## src/rtl/core/lvsa_pkg.sv

```systemverilog
// Shared constants, codes and control types of the voice slot allocator.
`timescale 1ns / 1ps
`default_nettype none
package lvsa_pkg;

  // Field widths of request and response beats
  localparam int CMD_W     = 2;
  localparam int SLOT_W    = 5;
  localparam int COUNT_W   = 6;
  localparam int COUNT_MAX = (1 << COUNT_W) - 1;

  // Default pool size
  localparam int SLOTS_DEF = 32;

  // Request command codes; the fourth code is ignored
  typedef enum logic [CMD_W-1:0] {
    CMD_PLAY     = 2'd0,
    CMD_FINISH   = 2'd1,
    CMD_STOP_ALL = 2'd2
  } cmd_e;

  // Controller to datapath commands
  typedef struct packed {
    logic load;    // capture the request beat
    logic lookup;  // read rank of the finished slot, arm the sweep
    logic sweep;   // walk the rank memory
    logic commit;  // update busy map and count, register the result
  } dp_cmd_t;

  // Datapath to controller status
  typedef struct packed {
    logic is_play;     // captured command is a play request
    logic fin_hit;     // captured finish names a busy slot
    logic sweep_done;  // last rank entry processed
  } dp_sts_t;

endpackage
`default_nettype wire

```

## src/rtl/core/lvsa_req_if.sv

```systemverilog
// Request channel: valid/ready handshake with command, slot and started flag.
`timescale 1ns / 1ps
`default_nettype none
interface lvsa_req_if;
  import lvsa_pkg::*;

  logic              valid;
  logic              ready;
  logic [CMD_W-1:0]  command;
  logic [SLOT_W-1:0] slot;
  logic              started;

  modport source (output valid, output command, output slot, output started, input ready);
  modport sink   (input valid, input command, input slot, input started, output ready);
endinterface
`default_nettype wire

```

## src/rtl/core/lvsa_rsp_if.sv

```systemverilog
// Response channel: valid/ready handshake with the allocation result.
`timescale 1ns / 1ps
`default_nettype none
interface lvsa_rsp_if;
  import lvsa_pkg::*;

  logic               valid;
  logic               ready;
  logic [SLOT_W-1:0]  chosen_slot;
  logic               stole_oldest;
  logic               now_busy;
  logic [COUNT_W-1:0] active_count;

  modport source (output valid, output chosen_slot, output stole_oldest, output now_busy,
                  output active_count, input ready);
  modport sink   (input valid, input chosen_slot, input stole_oldest, input now_busy,
                  input active_count, output ready);
endinterface
`default_nettype wire

```

## src/rtl/core/lvsa_ctrl.sv

```systemverilog
// Controller: sequences lookup, rank sweep and commit for one request beat.
`timescale 1ns / 1ps
`default_nettype none
module lvsa_ctrl (
  input  wire logic              clk_i,
  input  wire logic              rst_ni,
  input  wire logic              req_valid_i,
  output logic                   req_ready_o,
  input  wire logic              rsp_ready_i,
  output logic                   rsp_valid_o,
  input  wire lvsa_pkg::dp_sts_t sts_i,
  output lvsa_pkg::dp_cmd_t      cmd_o
);
  import lvsa_pkg::*;

  typedef enum logic [3:0] {
    ST_IDLE   = 4'b0001,
    ST_LOOKUP = 4'b0010,
    ST_SWEEP  = 4'b0100,
    ST_COMMIT = 4'b1000
  } state_e;

  state_e state_q, state_d;
  logic   out_valid_q, out_valid_d;
  logic   out_free;

  // Result register can take a new beat when empty or draining
  assign out_free = !out_valid_q || rsp_ready_i;

  // Next state and datapath commands
  always_comb begin
    state_d     = state_q;
    cmd_o       = '0;
    req_ready_o = 1'b0;
    unique case (state_q)
      ST_IDLE: begin
        req_ready_o = 1'b1;
        if (req_valid_i) begin
          cmd_o.load = 1'b1;
          state_d    = ST_LOOKUP;
        end
      end
      ST_LOOKUP: begin
        cmd_o.lookup = 1'b1;
        if (sts_i.is_play || sts_i.fin_hit) begin
          state_d = ST_SWEEP;
        end else begin
          state_d = ST_COMMIT;
        end
      end
      ST_SWEEP: begin
        cmd_o.sweep = 1'b1;
        if (sts_i.sweep_done) begin
          state_d = ST_COMMIT;
        end
      end
      ST_COMMIT: begin
        if (out_free) begin
          cmd_o.commit = 1'b1;
          state_d      = ST_IDLE;
        end
      end
      default: state_d = ST_IDLE;
    endcase
  end

  // Set output valid on commit, drop it when the beat is taken
  always_comb begin
    if (cmd_o.commit) begin
      out_valid_d = 1'b1;
    end else if (rsp_ready_i) begin
      out_valid_d = 1'b0;
    end else begin
      out_valid_d = out_valid_q;
    end
  end

  always_ff @(posedge clk_i or negedge rst_ni) begin
    if (!rst_ni) begin
      state_q     <= ST_IDLE;
      out_valid_q <= 1'b0;
    end else begin
      state_q     <= state_d;
      out_valid_q <= out_valid_d;
    end
  end

  assign rsp_valid_o = out_valid_q;

endmodule
`default_nettype wire

```

## src/rtl/core/lvsa_dp.sv

```systemverilog
// Datapath: busy map, per-slot recency rank memory, busy count and result register.
`timescale 1ns / 1ps
`default_nettype none
module lvsa_dp #(
  parameter int SLOTS = lvsa_pkg::SLOTS_DEF
) (
  input  wire logic                           clk_i,
  input  wire logic                           rst_ni,
  input  wire lvsa_pkg::dp_cmd_t              cmd_i,
  input  wire logic [lvsa_pkg::CMD_W-1:0]     command_i,
  input  wire logic [lvsa_pkg::SLOT_W-1:0]    slot_i,
  input  wire logic                           started_i,
  output lvsa_pkg::dp_sts_t                   sts_o,
  output logic      [lvsa_pkg::SLOT_W-1:0]    chosen_slot_o,
  output logic                                stole_oldest_o,
  output logic                                now_busy_o,
  output logic      [lvsa_pkg::COUNT_W-1:0]   active_count_o
);
  import lvsa_pkg::*;

  localparam int AW = $clog2(SLOTS);      // slot index / rank width
  localparam int CW = $clog2(SLOTS + 1);  // count width, holds SLOTS
  localparam int XW = AW + SLOT_W;        // common width for slot compares
  localparam int KW = CW + COUNT_W;       // common width for count saturation

  // Rank of each busy slot: 0 is the most recently started voice
  logic [AW-1:0] rank_mem [SLOTS];
  logic [AW-1:0] rd_data_q;
  logic [AW-1:0] mem_raddr;
  logic          mem_we;
  logic [AW-1:0] mem_waddr;
  logic [AW-1:0] mem_wdata;

  logic [SLOTS-1:0] busy_q;
  logic [CW-1:0]    len_q, len_d;

  // Captured request beat
  logic [CMD_W-1:0]  cmd_q;
  logic [SLOT_W-1:0] slot_q;
  logic              started_q;

  // Sweep bookkeeping
  logic [CW-1:0] idx_q;
  logic          idx_live;
  logic          rd_vld_q;
  logic [AW-1:0] rd_idx_q;
  logic          ref_load_q;
  logic [AW-1:0] ref_rank_q;
  logic          free_found_q;
  logic [AW-1:0] free_idx_q;
  logic [AW-1:0] victim_idx_q;
  logic          victim_hit;

  logic          is_play;
  logic [XW-1:0] slot_wide;
  logic [AW-1:0] slot_idx;
  logic          slot_in_range;
  logic          fin_hit;
  logic [AW-1:0] s_idx;
  logic [XW-1:0] s_wide;
  logic          stole;
  logic [KW-1:0] count_wide;

  logic [SLOT_W-1:0]  chosen_d;
  logic               stole_d;
  logic               now_busy_d;
  logic [COUNT_W-1:0] active_d;

  // Decode captured beat
  assign is_play       = (cmd_q == CMD_PLAY);
  assign slot_wide     = XW'(slot_q);
  assign slot_in_range = slot_wide < XW'(SLOTS);
  assign slot_idx      = slot_in_range ? slot_wide[AW-1:0] : '0;
  assign fin_hit       = (cmd_q == CMD_FINISH) && slot_in_range && busy_q[slot_idx];

  assign idx_live   = idx_q < CW'(SLOTS);
  assign victim_hit = (CW'(rd_data_q) == (len_q - CW'(1)));

  // Play target: lowest free slot, else the oldest voice
  assign s_idx  = free_found_q ? free_idx_q : victim_idx_q;
  assign stole  = !free_found_q;
  assign s_wide = XW'(s_idx);

  assign sts_o.is_play    = is_play;
  assign sts_o.fin_hit    = fin_hit;
  assign sts_o.sweep_done = !idx_live && !rd_vld_q;

  // Read port: finished slot during lookup, sweep index otherwise
  assign mem_raddr = cmd_i.lookup ? slot_idx : (idx_live ? idx_q[AW-1:0] : '0);

  // Write port: rank update during sweep, new front entry on commit
  always_comb begin
    mem_we    = 1'b0;
    mem_waddr = rd_idx_q;
    mem_wdata = rd_data_q + AW'(1);
    if (cmd_i.commit) begin
      if (is_play && started_q) begin
        mem_we    = 1'b1;
        mem_waddr = s_idx;
        mem_wdata = '0;
      end
    end else if (rd_vld_q) begin
      if (is_play) begin
        mem_we = started_q;
      end else begin
        mem_we    = busy_q[rd_idx_q] && (rd_data_q > ref_rank_q);
        mem_wdata = rd_data_q - AW'(1);
      end
    end
  end

  always_ff @(posedge clk_i) begin
    if (mem_we) begin
      rank_mem[mem_waddr] <= mem_wdata;
    end
    rd_data_q <= rank_mem[mem_raddr];
  end

  // Next count and result fields
  always_comb begin
    len_d      = len_q;
    chosen_d   = '0;
    stole_d    = 1'b0;
    now_busy_d = 1'b0;
    unique case (cmd_q)
      CMD_PLAY: begin
        chosen_d   = s_wide[SLOT_W-1:0];
        stole_d    = stole;
        now_busy_d = started_q;
        if (started_q && !stole) begin
          len_d = len_q + CW'(1);
        end else if (!started_q && stole) begin
          len_d = len_q - CW'(1);
        end
      end
      CMD_FINISH: begin
        chosen_d = slot_q;
        if (fin_hit) begin
          len_d = len_q - CW'(1);
        end
      end
      CMD_STOP_ALL: len_d = '0;
      default:      len_d = len_q;
    endcase
  end

  // Saturate the count to the field width
  assign count_wide = KW'(len_d);
  assign active_d   = (count_wide > KW'(COUNT_MAX)) ? COUNT_W'(COUNT_MAX)
                                                    : count_wide[COUNT_W-1:0];

  // Busy map, count and sweep control
  always_ff @(posedge clk_i or negedge rst_ni) begin
    if (!rst_ni) begin
      busy_q     <= '0;
      len_q      <= '0;
      idx_q      <= '0;
      rd_vld_q   <= 1'b0;
      ref_load_q <= 1'b0;
    end else begin
      ref_load_q <= cmd_i.lookup;
      if (cmd_i.lookup) begin
        idx_q    <= '0;
        rd_vld_q <= 1'b0;
      end else begin
        rd_vld_q <= cmd_i.sweep && idx_live;
        if (cmd_i.sweep && idx_live) begin
          idx_q <= idx_q + CW'(1);
        end
      end
      if (cmd_i.commit) begin
        len_q <= len_d;
        unique case (cmd_q)
          CMD_PLAY: busy_q[s_idx] <= started_q;
          CMD_FINISH: begin
            if (fin_hit) begin
              busy_q[slot_idx] <= 1'b0;
            end
          end
          CMD_STOP_ALL: busy_q <= '0;
          default:      busy_q <= busy_q;
        endcase
      end
    end
  end

  // Beat capture, sweep scan results and result register
  always_ff @(posedge clk_i) begin
    if (cmd_i.load) begin
      cmd_q     <= command_i;
      slot_q    <= slot_i;
      started_q <= started_i;
    end
    rd_idx_q <= idx_live ? idx_q[AW-1:0] : '0;
    if (ref_load_q) begin
      ref_rank_q <= rd_data_q;
    end
    if (cmd_i.lookup) begin
      free_found_q <= 1'b0;
      free_idx_q   <= '0;
      victim_idx_q <= '0;
    end else if (rd_vld_q && is_play) begin
      if (!busy_q[rd_idx_q] && !free_found_q) begin
        free_found_q <= 1'b1;
        free_idx_q   <= rd_idx_q;
      end
      if (busy_q[rd_idx_q] && victim_hit) begin
        victim_idx_q <= rd_idx_q;
      end
    end
    if (cmd_i.commit) begin
      chosen_slot_o  <= chosen_d;
      stole_oldest_o <= stole_d;
      now_busy_o     <= now_busy_d;
      active_count_o <= active_d;
    end
  end

endmodule
`default_nettype wire

```

## src/rtl/core/lru_voice_slot_allocator.sv

```systemverilog
// Top level of the LRU voice slot allocator: controller, datapath and channel ports.
// Sequence: accept, lookup, a sweep through the rank memory read port, then commit for a play
//   or a finish on a busy slot; accept, lookup and commit otherwise.
// Throughput: one beat at a time; commit stalls while the previous result still waits on
//   the response channel.
// Reset: asynchronous, active low; all slots free, count zero, rank memory not cleared.
`timescale 1ns / 1ps
`default_nettype none
module lru_voice_slot_allocator #(
  parameter int SLOTS = lvsa_pkg::SLOTS_DEF
) (
  input  wire logic   clk_i,
  input  wire logic   rst_ni,
  lvsa_req_if.sink    req_i,
  lvsa_rsp_if.source  rsp_o
);
  import lvsa_pkg::*;

  dp_cmd_t dp_cmd;
  dp_sts_t dp_sts;

  // Sequencer
  lvsa_ctrl u_ctrl (
    .clk_i       (clk_i),
    .rst_ni      (rst_ni),
    .req_valid_i (req_i.valid),
    .req_ready_o (req_i.ready),
    .rsp_ready_i (rsp_o.ready),
    .rsp_valid_o (rsp_o.valid),
    .sts_i       (dp_sts),
    .cmd_o       (dp_cmd)
  );

  // Slot state and result
  lvsa_dp #(
    .SLOTS (SLOTS)
  ) u_dp (
    .clk_i          (clk_i),
    .rst_ni         (rst_ni),
    .cmd_i          (dp_cmd),
    .command_i      (req_i.command),
    .slot_i         (req_i.slot),
    .started_i      (req_i.started),
    .sts_o          (dp_sts),
    .chosen_slot_o  (rsp_o.chosen_slot),
    .stole_oldest_o (rsp_o.stole_oldest),
    .now_busy_o     (rsp_o.now_busy),
    .active_count_o (rsp_o.active_count)
  );

endmodule
`default_nettype wire

```

## src/flat_wrapper.sv

```systemverilog
// flat-port wrapper written by rule: the top's interface ports become plain ports
module lru_voice_slot_allocator_flat import lvsa_pkg::*;
#(
  parameter int SLOTS = lvsa_pkg::SLOTS_DEF
)
  (clk_i, rst_ni, req_i_valid, req_i_command, req_i_slot, req_i_started, req_i_ready, rsp_o_valid, rsp_o_chosen_slot, rsp_o_stole_oldest, rsp_o_now_busy, rsp_o_active_count, rsp_o_ready);
  lvsa_req_if req_i_i ();
  lvsa_rsp_if rsp_o_i ();
  input  wire logic clk_i;
  input  wire logic rst_ni;
  input wire logic [$bits(req_i_i.valid)-1:0] req_i_valid;
  input wire logic [$bits(req_i_i.command)-1:0] req_i_command;
  input wire logic [$bits(req_i_i.slot)-1:0] req_i_slot;
  input wire logic [$bits(req_i_i.started)-1:0] req_i_started;
  output wire logic [$bits(req_i_i.ready)-1:0] req_i_ready;
  output wire logic [$bits(rsp_o_i.valid)-1:0] rsp_o_valid;
  output wire logic [$bits(rsp_o_i.chosen_slot)-1:0] rsp_o_chosen_slot;
  output wire logic [$bits(rsp_o_i.stole_oldest)-1:0] rsp_o_stole_oldest;
  output wire logic [$bits(rsp_o_i.now_busy)-1:0] rsp_o_now_busy;
  output wire logic [$bits(rsp_o_i.active_count)-1:0] rsp_o_active_count;
  input wire logic [$bits(rsp_o_i.ready)-1:0] rsp_o_ready;
  assign req_i_i.valid = req_i_valid;
  assign req_i_i.command = req_i_command;
  assign req_i_i.slot = req_i_slot;
  assign req_i_i.started = req_i_started;
  assign req_i_ready = req_i_i.ready;
  assign rsp_o_valid = rsp_o_i.valid;
  assign rsp_o_chosen_slot = rsp_o_i.chosen_slot;
  assign rsp_o_stole_oldest = rsp_o_i.stole_oldest;
  assign rsp_o_now_busy = rsp_o_i.now_busy;
  assign rsp_o_active_count = rsp_o_i.active_count;
  assign rsp_o_i.ready = rsp_o_ready;
  lru_voice_slot_allocator #(.SLOTS(SLOTS)) u_core (.clk_i(clk_i), .rst_ni(rst_ni), .req_i(req_i_i), .rsp_o(rsp_o_i));
endmodule
```

## config.mk

```make
export PLATFORM = sky130hd
export DESIGN_NAME = lru_voice_slot_allocator_flat
export DESIGN_NICKNAME = d
export VERILOG_FILES = /design/src/rtl/core/lvsa_pkg.sv /design/src/rtl/core/lvsa_req_if.sv /design/src/rtl/core/lvsa_rsp_if.sv /design/src/rtl/core/lvsa_ctrl.sv /design/src/rtl/core/lvsa_dp.sv /design/src/rtl/core/lru_voice_slot_allocator.sv /design/src/flat_wrapper.sv
export SDC_FILE = /design/constraint.sdc
export NUM_CORES = 1
export LEC_CHECK = 0
export ABC_AREA = 1
export BUFFER_PORTS_ARGS = -buffer_cell sky130_fd_sc_hd__buf_2
export CORE_AREA = 2 2 123 185
export DETAILED_ROUTE_END_ITERATION = 12
export DIE_AREA = 0 0 125 187
export PLACE_DENSITY = 0.79
export SLEW_MARGIN = 20
export SYNTH_ARGS = -nofsm -noshare
export SYNTH_HDL_FRONTEND = slang
export SYNTH_SLANG_ARGS = --single-unit
```

## constraint.sdc

```tcl
create_clock -name clk_i -period 3.9 [get_ports clk_i]
set_clock_uncertainty 0.05 [all_clocks]
set_input_delay 1.17 -clock clk_i [delete_from_list [all_inputs] [get_ports clk_i]]
set_output_delay 1.17 -clock clk_i [all_outputs]
set_load 0.02 [all_outputs]
```

==> results of run 1 <==
## synthesized netlist by cell type, types with 14 or more instances
cell	n	area [um2]
buf_2	21	105
nand2_1	608	2280
nor2_1	104	390
o211ai_1	34	255
clkbuf_1	36	135
edfxtp_1	186	5590
nand4_1	43	269
dfxtp_1	21	420
o21ai_0	66	330
inv_1	193	724
ha_1	14	175
nand3_1	205	1030
dfrtp_1	50	1250
## critical path, delay by kind of cell
kind / cells / cell delay (ns)
AO/OA/AOI/OAI: 1 / 0.31
buffers and inverters: 3 / 0.32
AND/OR/NAND/NOR: 6 / 1.36
## logic make-up (layout without fill, tap and decap cells)
group | Yosys count | in the layout | share of synthesized area
AO/OA/AOI/OAI | 136 | 136 | 0.0605
AND/OR/NAND/NOR | 979 | 979 | 0.303
buffers and inverters | 267 | 287 | 0.0788
XOR/XNOR | 7 | 7 | 0.00455
flip-flops | 258 | 258 | 0.540
adder cells (fa/ha/maj) | 14 | 14 | 0.0130
## power groups by stage
stage / clock (W) / sequential (W) / combinational, W
finish: 0.00229 / 0.00395 / 0.00454
global route: 0.00243 / 0.00398 / 0.00504
CTS: 0.00233 / 0.00395 / 0.00450
detailed placement: 0 / 0.00400 / 0.00447
global placement: 0 / 0.00400 / 0.00441
floorplan: 0 / 0.00394 / 0.00306
## metal layers
layer	up-vias	GRT usage	routed length, um
met3	145	0.0300	2020
met4	0	0.168	2120
li1	5462	-	-
met1	5164	0.330	12200
met2	467	0.522	17200
met5	-	0	0
## area by class of cell
class / instances / area, um2 / share of cell area
sequential: 258 / 7280 / 0.497
clock buffer: 25 / 583 / 0.0398
timing repair buffer: 48 / 320 / 0.0218
inverter: 197 / 739 / 0.0504
clock inverter: 17 / 183 / 0.0125
tap: 276 / 345 / 0.0235
multi-input combinational: 1136 / 5210 / 0.355
## stage by stage
stage               area (um2)  hold slack (ns)  cells  worst slack [ns]
global route             14700            0.434   1957             0.569
global placement         13900            0.394   1915             0.395
CTS                      14700            0.412   1957             0.870
detailed placement       13900            0.402   1915             0.281
floorplan                13500            0.385   1661             0.260
finish                   14700            0.413   1957             0.851
## worst max-delay path by stage
| stage | from | to | slack [ns] | cells after the start |
|---|---|---|---|---|
| 2_1_floorplan | rsp_o_ready | u_core.u_dp.rank_mem[0][2] | 0.26 | 5 |
| 3_3_place_gp | rsp_o_ready | u_core.u_dp.rank_mem[18][3] | 0.40 | 10 |
| 3_5_place_dp | rsp_o_ready | u_core.u_dp.rank_mem[17][1] | 0.28 | 10 |
| 4_1_cts | rsp_o_ready | u_core.u_dp.rank_mem[24][0] | 0.87 | 10 |
| 5_1_grt | rsp_o_ready | u_core.u_dp.rank_mem[22][1] | 0.57 | 10 |
| 6_report | rsp_o_ready | u_core.u_dp.rank_mem[24][0] | 0.85 | 10 |
==> impl_metrics.py, run 1 <==
metrics = {
    "worst_setup_path": {
        "r2r_end": "u_core.u_dp.rd_data_q[1]",
        "cp-start-kind": "primary input",
        "crit_chain": "buf_2 > nor2_1 > nor2_4 > nand2_1 > inv_2 > o21ai_0 > inv_1 > nor2_1 > nand2_1 > nor2_1",
        "cpMostUsedCell": "nor2_1",
        "max_stage_delay_ns": 0.46,
        "path_class": "primary input to flop",
        "critPathCaptureType": "flop",
        "arrival_ns": 3.18,
        "crit_path_top_delay_cell": "nor2_1",
        "r2r_setup_slack_ns": 0.87,
        "required_ns": 4.03,
        "cp_max_fo": 8,
        "reg2reg_depth": 13,
        "r2r_start": "u_core.u_ctrl.state_q[3]",
    },
    "clock_tree": {
        "holdBufCountCts": 0,
        "cts.sinks": 258,
        "cts_tree": "built",
        "clk_latency_ns": 0.53,
        "htree_levels": 1,
        "cts_buffers": 23,
        "clockBufferDepth": 3,
        "postCtsSetupBuffers": 0,
        "ctsResizeCount": 0,
        "clk_pin_slew_worst_paths_ns": 0.07,
        "cts-root-buf": "clkbuf_16",
    },
    "yosys": {
        "synth_fp_nets": 1687,
        "synth_warnings": 0,
        "syn_area_um2": 13500,
        "synthFlopType": "edfxtp_1",
        "ys_seq_area_frac": 0.540,
        "syn_area_per_cell_um2": 8.12,
        "synth.distinct_cells": 40,
        "ys_ff_latch": 258,
        "async_flop_share": 0.198,
        "syn_inst": 1661,
        "synth-edff-count": 186,
    },
    "timing": {
        "final-setup-viol-count": 0,
        "drv_slew": 0,
        "finalHoldViolCount": 0,
        "rsz0062_at_grt": "no",
        "max-slew-margin-rel": 0.296,
        "tightest_slew_ns": 1.05,
        "period_needed_ns": 3.05,
        "max_clock_freq_mhz": 328,
        "tns_ns": 0,
        "min_period_over_period": 0.782,
    },
    "floorplanning": {
        "die_w_um": 125,
        "die_y_um": 187,
        "initial_core_util": 0.614,
        "core_area_um2": 22000,
        "ioPinCount": 27,
        "die_area_um2": 23400,
        "rows": 67,
    },
    "route": {
        "post_drt_wl_per_cell_um": 17.1,
        "drt_iter0_markers": 857,
        "ant_nets": 0,
        "drc": 0,
        "drt_first_pass_iters": 7,
        "via_per_inst": 5.74,
        "vias": 11200,
        "wirelength_mm": 33.5,
    },
    "run_status": {
        "outcome": "completed",
    },
    "grt": {
        "first_global_vias": 10900,
        "track_usage": 0.289,
        "grt-ovfl-total": 0,
        "antenna_found_initial": 0,
        "grt_first_pass_wirelength_mm": 54.2,
        "grt_max_degree": 81,
    },
    "power": {
        "switchingPower_w": 0.00464,
        "intPower_w": 0.00614,
        "combPwrFrac": 0.421,
        "clkPwrFrac": 0.212,
        "p_per_area_nw_per_um2": 735,
        "pwr-share-seq": 0.367,
        "power.share.switching": 0.431,
        "leakage_nw": 6.49,
        "vdd_drop_max_mv": 0.617,
        "power.total_w": 0.0108,
    },
    "place": {
        "port_buffers": 26,
        "place.gp.congestion": 0.964,
        "post-dp-hpwl_mm": 22.4,
    },
    "layout": {
        "antenna-diode-count": 0,
        "final_core_util": 0.668,
        "area_growth_pct": 8.75,
        "final_nets": 1690,
        "drive_gt1_frac": 0.0619,
        "fillCellCount": 1828,
        "final_cell_mix": "607 x nand2_1, 205 x nand3_1, 193 x inv_1, 186 x edfxtp_1, 103 x nor2_1",
        "final_common_cell": "nand2_1",
    },
    "min_path": {
        "hold_path_depth": 2,
        "worstHoldStart": "u_core.u_dp.victim_idx_q[4]",
        "hp-class": "flop to flop",
        "hold_path_end": "u_core.u_dp.victim_idx_q[4]",
    },
    "run": {
        "maxCapViolations": 0,
    },
}
Power figures use the tool's default switching activity.
==> run 2, diff against run 1 <==
- CORE_AREA: 2 2 123 185 -> 2 2 129 194
- DIE_AREA: 0 0 125 187 -> 0 0 131 196
- PLACE_DENSITY: 0.79 -> 0.75
- clock period: 3.9 -> 2.8 ns (I/O delays scaled with it)
==> run 2 against run 1 <==
  * Clock power is 49% higher
  * Design area increased by 5.4%
  * Worst hold slack lost 0.18 ns
  * Sequential share of layout area fell by 2.5 points
  * Die area grew 9.8%
  * Final cell count rose by 6.3%
  * Wire length is 5.1% higher
  * Combinational power rose by 55%
==> impl_metrics.py, run 2 (synthesis results as in run 1) <==
metrics = {
    "power": {
        "combPwrFrac": 0.444,
        "p_per_area_nw_per_um2": 1030,
        "vdd_drop_max_mv": 1.08,
        "clkPwrFrac": 0.215,
        "intPower_w": 0.00913,
        "pwr-share-seq": 0.341,
        "leakage_nw": 6.96,
        "switchingPower_w": 0.00672,
        "power.total_w": 0.0159,
        "power.share.switching": 0.424,
    },
    "timing": {
        "drv_slew": 0,
        "tightest_slew_ns": 0.735,
        "finalHoldViolCount": 0,
        "max_clock_freq_mhz": 391,
        "max-slew-margin-rel": 0.510,
        "min_period_over_period": 0.914,
        "period_needed_ns": 2.56,
        "hold-worst-slack_ns": 0.236,
        "final-setup-viol-count": 0,
        "rsz0062_at_grt": "no",
        "tns_ns": 0,
    },
    "floorplanning": {
        "initial_core_util": 0.560,
        "rows": 70,
        "die_w_um": 131,
        "die_y_um": 196,
        "die_area_um2": 25700,
        "ioPinCount": 27,
        "core_area_um2": 24100,
    },
    "route": {
        "wirelength_mm": 35.2,
        "drt_first_pass_iters": 5,
        "vias": 11600,
        "ant_nets": 0,
        "drc": 0,
        "post_drt_wl_per_cell_um": 16.9,
        "via_per_inst": 5.57,
        "drt_iter0_markers": 713,
    },
    "clock_tree": {
        "clockBufferDepth": 3,
        "clk_pin_slew_worst_paths_ns": 0.06,
        "htree_levels": 1,
        "cts.sinks": 258,
        "cts_tree": "built",
        "cts-root-buf": "clkbuf_16",
        "postCtsSetupBuffers": 0,
        "cts_buffers": 25,
        "clk_latency_ns": 0.53,
    },
    "grt": {
        "first_global_vias": 11500,
        "track_usage": 0.284,
        "met1_usage": 0.317,
        "grt_max_degree": 71,
        "use_met3": 0.0330,
        "antenna_found_initial": 0,
        "grt_first_pass_wirelength_mm": 56.7,
        "grt-ovfl-total": 0,
        "grtUsageMet2": 0.509,
        "top_usage_layer": "met2",
    },
    "worst_setup_path": {
        "crit_chain": "inv_1 > nor3_1 > nand2_1 > nand2_1 > nor2_2 > nand2_2 > nand2_2 > nand2_4 > buf_12 > nand3_1 > nand2_1 > nand2_1",
        "crit_family": "simple AND/OR/NAND/NOR gates",
        "cp-start-kind": "flop",
        "cp_max_fo": 64,
        "required_ns": 3.16,
        "path_class": "flop to flop",
        "cpMostUsedCell": "nand2_1",
        "critPathCaptureType": "flop",
        "arrival_ns": 2.92,
        "r2r_setup_slack_ns": 0.24,
        "crit_path_top_delay_cell": "nor3_1",
        "r2r_start": "u_core.u_dp.slot_q[3]",
        "reg2reg_depth": 12,
        "crit_buf_inv": 2,
        "max_stage_delay_ns": 0.48,
    },
    "layout": {
        "final_core_util": 0.642,
        "final_common_cell": "nand2_1",
        "final_nets": 1764,
        "antenna-diode-count": 0,
        "final_cell_mix": "607 x nand2_1, 205 x nand3_1, 193 x inv_1, 186 x edfxtp_1, 103 x nor2_1",
        "area_growth_pct": 14.6,
        "drive_gt1_frac": 0.103,
    },
    "place": {
        "place.gp.congestion": 0.930,
        "post-dp-hpwl_mm": 23.9,
        "port_buffers": 26,
    },
    "min_path": {
        "hp-class": "primary input to asynchronous set/reset pin",
    },
    "run": {
        "maxCapViolations": 0,
    },
    "run_status": {
        "outcome": "completed",
    },
}
==> run 2: power groups by stage <==
stage / sequential, W / clock [W] / combinational, W
global route: 0.00544 / 0.00362 / 0.00774
CTS: 0.00540 / 0.00348 / 0.00700
floorplan: 0.00547 / 0 / 0.00428
detailed placement: 0.00548 / 0 / 0.00695
finish: 0.00541 / 0.00341 / 0.00703
global placement: 0.00547 / 0 / 0.00683
==> run 2: per-stage QoR <==
step	std cells	cell area [um2]	setup slack, ns
floorplan	1661	13500	0.128
global placement	2035	14600	0.0374
detailed placement	2035	14600	0.0301
CTS	2080	15500	0.240
global route	2080	15500	0.00693
finish	2080	15500	0.241
==> run 2: cell type report <==
cell class | count | area (um2)
Fill cell | 2056 | 8630
Sequential cell | 258 | 7280
Multi-Input combinational cell | 1136 | 5190
Timing Repair Buffer | 120 | 1000
Inverter | 197 | 739
Clock buffer | 32 | 703
Tap cell | 324 | 405
Clock inverter | 13 | 135
==> run 2: worst register-to-register path, cell delays in order, from the launching register on <==
cell	delay, ns
edfxtp_1	0.47
inv_1	0.14
nor3_1	0.48
nand2_1	0.18
nand2_1	0.11
nor2_2	0.08
nand2_2	0.16
nand2_2	0.12
nand2_4	0.10
buf_12	0.25
nand3_1	0.15
nand2_1	0.11
nand2_1	0.05
==> run 2: worst max path at each step <==
stage	from	cells past startpoint	slack (ns)	end
4_1_cts	u_core.u_ctrl.state_q[0]	10	0.24	u_core.u_dp.rd_data_q[3]
3_3_place_gp	rsp_o_ready	14	0.04	u_core.u_dp.rank_mem[9][4]
2_1_floorplan	rsp_o_ready	5	0.13	u_core.u_dp.rank_mem[0][4]
3_5_place_dp	rsp_o_ready	13	0.03	u_core.u_dp.rank_mem[1][3]
5_1_grt	u_core.u_dp.cmd_q[0]	14	0.007	u_core.u_dp.rank_mem[10][1]
6_report	u_core.u_dp.slot_q[3]	12	0.24	flop
==> run 2: metal layers <==
metal  vias to the layer above  share of wire  routed length (um)
met5                         -              0                   0
met4                         0          0.064                2250
met2                       441           0.51               18100
met1                      5377           0.37               13000
met3                       155          0.054                1890
li1                       5607              -                   -
==> run 2: timing repair <==
item	in CTS	in global routing
endpoints found under the hold margin	0	0
hold buffers	0	0
endpoints found under the setup margin	0	1
gates resized for setup	0	1
